<file path="src/rtl/pdag_neighborhood_query_unit_assert.svh">
// ----------------------------------------------------------------------------
// PDAG neighborhood query unit: assertion macros
// Concurrent checks on clk with rst_n low as the disable condition.
// ----------------------------------------------------------------------------
`ifndef PDAG_NEIGHBORHOOD_QUERY_UNIT_ASSERT_SVH
`define PDAG_NEIGHBORHOOD_QUERY_UNIT_ASSERT_SVH

`ifndef SYNTHESIS

// ante holds -> cons holds in the same cycle
`define PNQ_ASSERT_IMPL(lbl, ante, cons) \
  lbl: assert property (@(posedge clk) disable iff (!rst_n) (ante) |-> (cons)) \
    else $error("pnq same-cycle check failed");

// ante holds -> cons holds in the next cycle
`define PNQ_ASSERT_NEXT(lbl, ante, cons) \
  lbl: assert property (@(posedge clk) disable iff (!rst_n) (ante) |=> (cons)) \
    else $error("pnq next-cycle check failed");

`else

`define PNQ_ASSERT_IMPL(lbl, ante, cons)
`define PNQ_ASSERT_NEXT(lbl, ante, cons)

`endif

`endif

</file>
<file path="src/rtl/pnq_pkg.sv">
// ----------------------------------------------------------------------------
// pnq_pkg
// Shared types and constants of the PDAG neighborhood query unit.
// ----------------------------------------------------------------------------
`default_nettype none

package pnq_pkg;

  localparam int MASK_W = 64;  // target / neighbor mask width
  localparam int NODE_W = 6;   // node index field width
  localparam int CNT_W  = 7;   // node_count register width

  localparam logic [CNT_W-1:0] CNT_RESET = 7'd64;

  typedef enum logic [1:0] {
    FN_WRITE = 2'd0,
    FN_NBHD  = 2'd1,
    FN_SAME  = 2'd2,
    FN_CLEAR = 2'd3
  } pnq_func_t;

  typedef struct packed {
    pnq_func_t           func;
    logic [NODE_W-1:0]   node_a;
    logic [NODE_W-1:0]   node_b;
    logic                edge_bit;
    logic [MASK_W-1:0]   target_mask;
  } pnq_item_t;

  typedef struct packed {
    logic [MASK_W-1:0]   neighbor_mask;
    logic                same_neighborhood;
    logic                status;
  } pnq_res_t;

endpackage

`default_nettype wire

</file>
<file path="src/rtl/pnq_adj_ram.sv">
// ----------------------------------------------------------------------------
// pnq_adj_ram
// One adjacency store: 1R1W synchronous RAM with per-entry valid bits.
// ----------------------------------------------------------------------------
`default_nettype none

module pnq_adj_ram import pnq_pkg::*; #(
  parameter int DEPTH = 64,
  parameter int WIDTH = 64
) (
  input  wire logic                     clk,
  input  wire logic                     rst_n,
  input  wire logic                     clr,
  input  wire logic                     we,
  input  wire logic [$clog2(DEPTH)-1:0] waddr,
  input  wire logic [WIDTH-1:0]         wdata,
  input  wire logic [$clog2(DEPTH)-1:0] raddr,
  output logic      [WIDTH-1:0]         rdata
);

  logic [WIDTH-1:0] mem [DEPTH];
  logic [WIDTH-1:0] rd_q_r;
  logic [DEPTH-1:0] vld_r;
  logic             rd_vld_r;

  always_ff @(posedge clk) begin
    if (we) begin
      mem[waddr] <= wdata;
    end
    rd_q_r <= mem[raddr];
  end

  // valid bits: an entry never written since the last clear reads as zero
  always_ff @(posedge clk) begin
    if (!rst_n) begin
      vld_r    <= '0;
      rd_vld_r <= 1'b0;
    end else begin
      if (clr) begin
        vld_r <= '0;
      end else if (we) begin
        vld_r[waddr] <= 1'b1;
      end
      rd_vld_r <= vld_r[raddr];
    end
  end

  assign rdata = rd_vld_r ? rd_q_r : '0;

endmodule

`default_nettype wire

</file>
<file path="config.mk">
export PLATFORM = sky130hd
export DESIGN_NAME = pnq_adj_ram
export DESIGN_NICKNAME = d
export VERILOG_FILES = /design/src/rtl/pdag_neighborhood_query_unit_assert.svh /design/src/rtl/pnq_pkg.sv /design/src/rtl/pnq_adj_ram.sv
export SDC_FILE = /design/constraint.sdc
export NUM_CORES = 2
export LEC_CHECK = 0
export BUFFER_PORTS_ARGS = -buffer_cell sky130_fd_sc_hd__buf_2
export CORE_ASPECT_RATIO = 1.25
export CORE_MARGIN = 1.5
export CORE_UTILIZATION = 50
export CTS_BUF_LIST = sky130_fd_sc_hd__clkbuf_8
export DETAILED_ROUTE_END_ITERATION = 12
export PLACE_DENSITY = 0.61
export REMOVE_ABC_BUFFERS = 1
export SYNTH_ARGS = -nofsm -noshare
export SYNTH_HDL_FRONTEND = slang
export SYNTH_SLANG_ARGS = --single-unit
</file>
<file path="constraint.sdc">
create_clock -name clk -period 14.3 [get_ports clk]
set_input_delay 2.86 -clock clk [delete_from_list [all_inputs] [get_ports clk]]
set_output_delay 2.86 -clock clk [all_outputs]
set_load 0.01 [all_outputs]
</file>
== Word-level counts from Yosys, hierarchy flattened ==
Memory sizes are Yosys's and may differ from the RTL's. A register that Yosys moved wholly into a read port is not among the register bits.
Index checks and enable logic that the tools add are counted.
Word-level totals
  memory bits (read-only): 0
  latch bits: 0
  memories kept: 1
  word-level logic and storage cells: 17
  bits in writable memories: 4096
  output and inout bits: 64
  bits of input ports: 80
  register bits: 65
Cells by class
  reduce and logical (&&, ||, !) cells: 2
  bitwise gates (word level): 2
  div/mod/pow operators: 0
  multipliers: 0
  equality and inequality tests: 0
  $add $sub $neg: 0
  multiplexer cells: 7
  shift-type cells: 0
  magnitude comparators: 3
Memories
  mem: words 64, width 64, rd ports 1, clocked after Yosys merged registers in 1, write ports 1, RTL line pnq_adj_ram.sv:21  | logic [WIDTH-1:0] mem [DEPTH];
Operators with widths (number)
  2-to-1 mux 64 bit: 1
  bitwise OR 64 bit: 1
  less-than comparator 6 x 7 -> 1 bit (second input constant): 2
  binary-select mux 1 bit (select 6 bit): 1
  demux 1 bit (select 6 bit): 1
  greater-or-equal comparator 6 x 1 -> 1 bit (second input constant): 1
  2-to-1 mux 1 bit: 4
  OR reduction 2 bit: 1
  logical AND 1 bit: 1
  inverter 1 bit: 1

== Logic depth before layout (Yosys ltp) ==
  word-level depth: 5
  mapped depth: 10
  mapped depth without buffers: 4

== Worst setup path after synthesis ==
Ideal clock, no wire load.
  kind: input port to flip-flop
  start point: in we
  end point: mem mem[40][0] (enable)
  buffers on the path: 0
  slack: 6034 ps
  library setup time: 567 ps
  data arrival time: 7699 ps
  cell stages on the path: 3
  required time: 13733 ps
  path through: nor2b_1 -> nand2_1 -> nor3_1
Between the ends
  longest elaborated chain between the ends: 2
Ends and longest elaborated chain
  from (decl): RTL line pnq_adj_ram.sv:14  | input wire logic we,
  2-to-1 mux 1 bit: RTL line pnq_adj_ram.sv:27  | if (we) begin
  2-to-1 mux 1 bit (not written as such): RTL line pnq_adj_ram.sv:28  | mem[waddr] <= wdata;
  to (decl): RTL line pnq_adj_ram.sv:21
No other way between the ends.

== Final worst setup path ==
  start point: in we
  end point: mem mem[8][58] (enable)
Same word-level chain as after synthesis.

==> impl_results.md <==
- DIE WIDTH: 508 um
- Worst Hold Class: register to register
- Crit path cell chain: buf_2 -> nor2b_1 -> nand2_1 -> nor2_4 -> buf_4 -> buf_4
- Post-Syn Instances: about 6.6k
- Tcrit/Tclk final: 0.426
- Core area: ~320000 um2
- CP arrival: 6.80 ns
- CP Launch Type: input port
- Number of setup buffers added after CTS: 0
- Nets@finish: between 7k and 8k
- Yosys reg bits: 4225
- Setup violations, final: 0
- Largest net degree at the start of global routing: roughly 110
- Post-synthesis async set-or-reset flop share: 0
- WL per Instance: between 30 and 40 um
- CP endpoint kind: register
- Clk slew on worst S/H paths: 0.06 ns
- Syn_area_per_cell: about 24 um2
- Worst vdd ir: roughly 0.096 mV
- Top Ports: 144
- Max Cap Viol: 0
- Worst Setup Path Type: input port to register
- Layout cells sized above 1: 0.305
- Setup TNS: 0 ns
- Buffers & Inverters on Critical Path: 3
- Warnings from Yosys: 0
- Total grt overflow: 0
- FF+latch area: roughly 130000 um2
- Final Max Slew Viols: 0
- Crit path required time: around 15 ns
- Cell mode on critical path: buf_4
- Worst skew pair latency: around 1.1 ns
- Area leader, netlist: edfxtp_1
- Row Count: 231
- Lkg Pwr: about 0.057 uW
- Yosys cell types: 38
- Die footprint: about 320000 um2
- Clock sink count: 4225
- Area of the multi-input gates: around 33000 um2
- Starting DRT DRC Count: 8697
- Final instance area: approximately 180000 um2
- Max transition margin: 0.144
- Sequential share of the synthesized area: 0.788
- Post-CTS Hold Buffers: 0
- Vias in the first global route: approximately 80k
- Synth top area cells: edfxtp_1 (77%), mux4_2 (16%), dfxtp_1 (1.6%), mux2i_1 (1.4%), o22ai_1 (0.43%)
- Post-synth top area share: 0.772
- Setup Skew: roughly 0.064 ns
- Post-Syn Area: approximately 160000 um2
- Vias per cell: around 6.3
- PnR worst setup slack: 8.21 ns
- CTS root buffer: clkbuf_8
- Initial antenna violation count: 25
- CTS HTree Levels: 6
- Clock tree from TritonCTS: yes
- Cell Area, Placed: ~170000 um2
- Drt pass-1 iters: 6
- Initial core utilization: 0.503
- Final Hold Vio Count: 0
- Num CTS Buffers: ~640
- DRC Markers: 0
- First-pass GRT wire length: just under 600000 um
- Layout fillers: around 23k
- Port bufs: between 100 and 150
- Post-synth EDFFs: a little over 4k
- Worst slew pin tran: about 1.3 ns
- Synth top cells by count: edfxtp_1 (4096), mux4_2 (1128), mux2i_1 (216), clkbuf_1 (154), dfxtp_1 (129)
- Pre-CTS setup slack: 7.16 ns
- Detail Placement HPWL: 216000 um
- Final Critical Period: about 6 ns
- Most frequent cell after synthesis: edfxtp_1
- Critical-path top delay cell: nor2_4
- Post-synth top flop: edfxtp_1
- Max FO, Critical Path: 27
- GRT Total Usage: 0.264
- Final Wtd Congestion: 0.770
- PwrDens: around 140 nW/um2
- Clock Path Buffers: 4
- Fmax: 164 MHz
- Routed Antenna Nets: 0
- RSZ-0062 raised after global routing: no
- Family with the most delay on the worst path: simple AND/OR/NAND/NOR gates
- Area Growth Syn to Fin: 11.4%
- Final WL: about 420000 um
- Die Y-Extent: 634 um
- CTS resizes: 0
- Status: completed
- Crit-path max cell delay: roughly 0.94 ns
- Vias post-DR: approximately 76k
==> flip-flops by register name, indices dropped and copies added (netlist names) <==
| signal | flops |
|---|---|
| rd_vld_r | 1 |
| vld_r | 64 |
| rd_q_r | 64 |
| mem | 4096 |
==> worst reg2reg max path: stages, from the launching register on <==
cell and delay, ns:
edfxtp_1 0.38, mux4_2 0.49, mux4_2 0.51, o22ai_1 0.59, a21oi_1 0.08
==> path summary, 6_finish.rpt <==
kind | start | endpoint | slack (ns) | cells past startpoint
worst max-delay path | we | mem[8][58] | 8.21 | 6
worst min-delay path | vld_r[54] | vld_r[54] | 0.46 | 1
worst max register to register | mem[63][27] | rd_q_r[27] | 12.09 | 4
worst min register to register | vld_r[54] | vld_r[54] | 0.46 | 1
==> layer usage <==
metal  routed length, um  vias to the layer above  global-route usage  share of wire
met5                  17                        -                   0       0.000040
met2              216000                     3269               0.445           0.51
met1              163000                    41700               0.354           0.39
li1                    -                    29900                   -              -
met4               13400                        4              0.0863          0.032
met3               30500                      740              0.0414          0.072
==> stage by stage <==
stage | instances | total power (uW) | util | hold WS (ns)
floorplan | 6232 | 14500 | - | 0.435
global placement | 10800 | 15100 | 0.523 | 0.442
detailed placement | 10800 | 15100 | 0.523 | 0.448
CTS | 11900 | 24200 | 0.560 | 0.462
global route | 11900 | 24800 | 0.560 | 0.485
finish | 11900 | 24000 | 0.560 | 0.463
==> kinds of logic (layout without fill, tap and decap cells) <==
family	count (synthesis)	in the layout	synth area share
DFF	4225	4225	0.788
buffers and inverters	370	1489	0.0114
and+or+nand+nor	188	188	0.00605
other	0	19	0
AOI/OAI and AO/OA	452	452	0.0205
muxes	1363	1363	0.174
==> area by class of cell <==
class,count,share of cell area
Clock buffer,676,0.0524
Antenna cell,19,0.000268
Timing Repair Buffer,349,0.0140
Sequential cell,4225,0.707
Multi-Input combinational cell,2003,0.183
Tap cell,4194,0.0296
Inverter,4,0.0000846
Clock inverter,460,0.0128
==> report_power, final <==
group	switching, uW	total (uW)	internal (uW)
Clock	4620	9170	4550
Combinational	673	1110	438
Sequential	44.8	13700	13700
==> placed cells by master, fill, tap and decap left out, drive strengths merged, types with 3 or more instances in the layout <==
cell      Yosys  layout
a211o        45      45
a21oi        63      63
a221oi       41      41
a22o         38      38
a22oi        22      22
and2         69      69
buf         211     349
bufinv        0       9
clkbuf      155     676
clkinv        0     162
clkinvlp      0      18
dfxtp       129     129
diode         0      19
edfxtp     4096    4096
inv           4     275
mux2         19      19
mux2i       216     216
mux4       1128    1128
nand2        19      19
nand2b        6       6
nand3         4       4
nand3b        3       3
nor2         67      67
nor2b         9       9
nor3          4       4
o21a         64      64
o21ai        21      21
o22a         44      44
o22ai       109     109
Note: power is estimated with default switching activity, not from simulation.
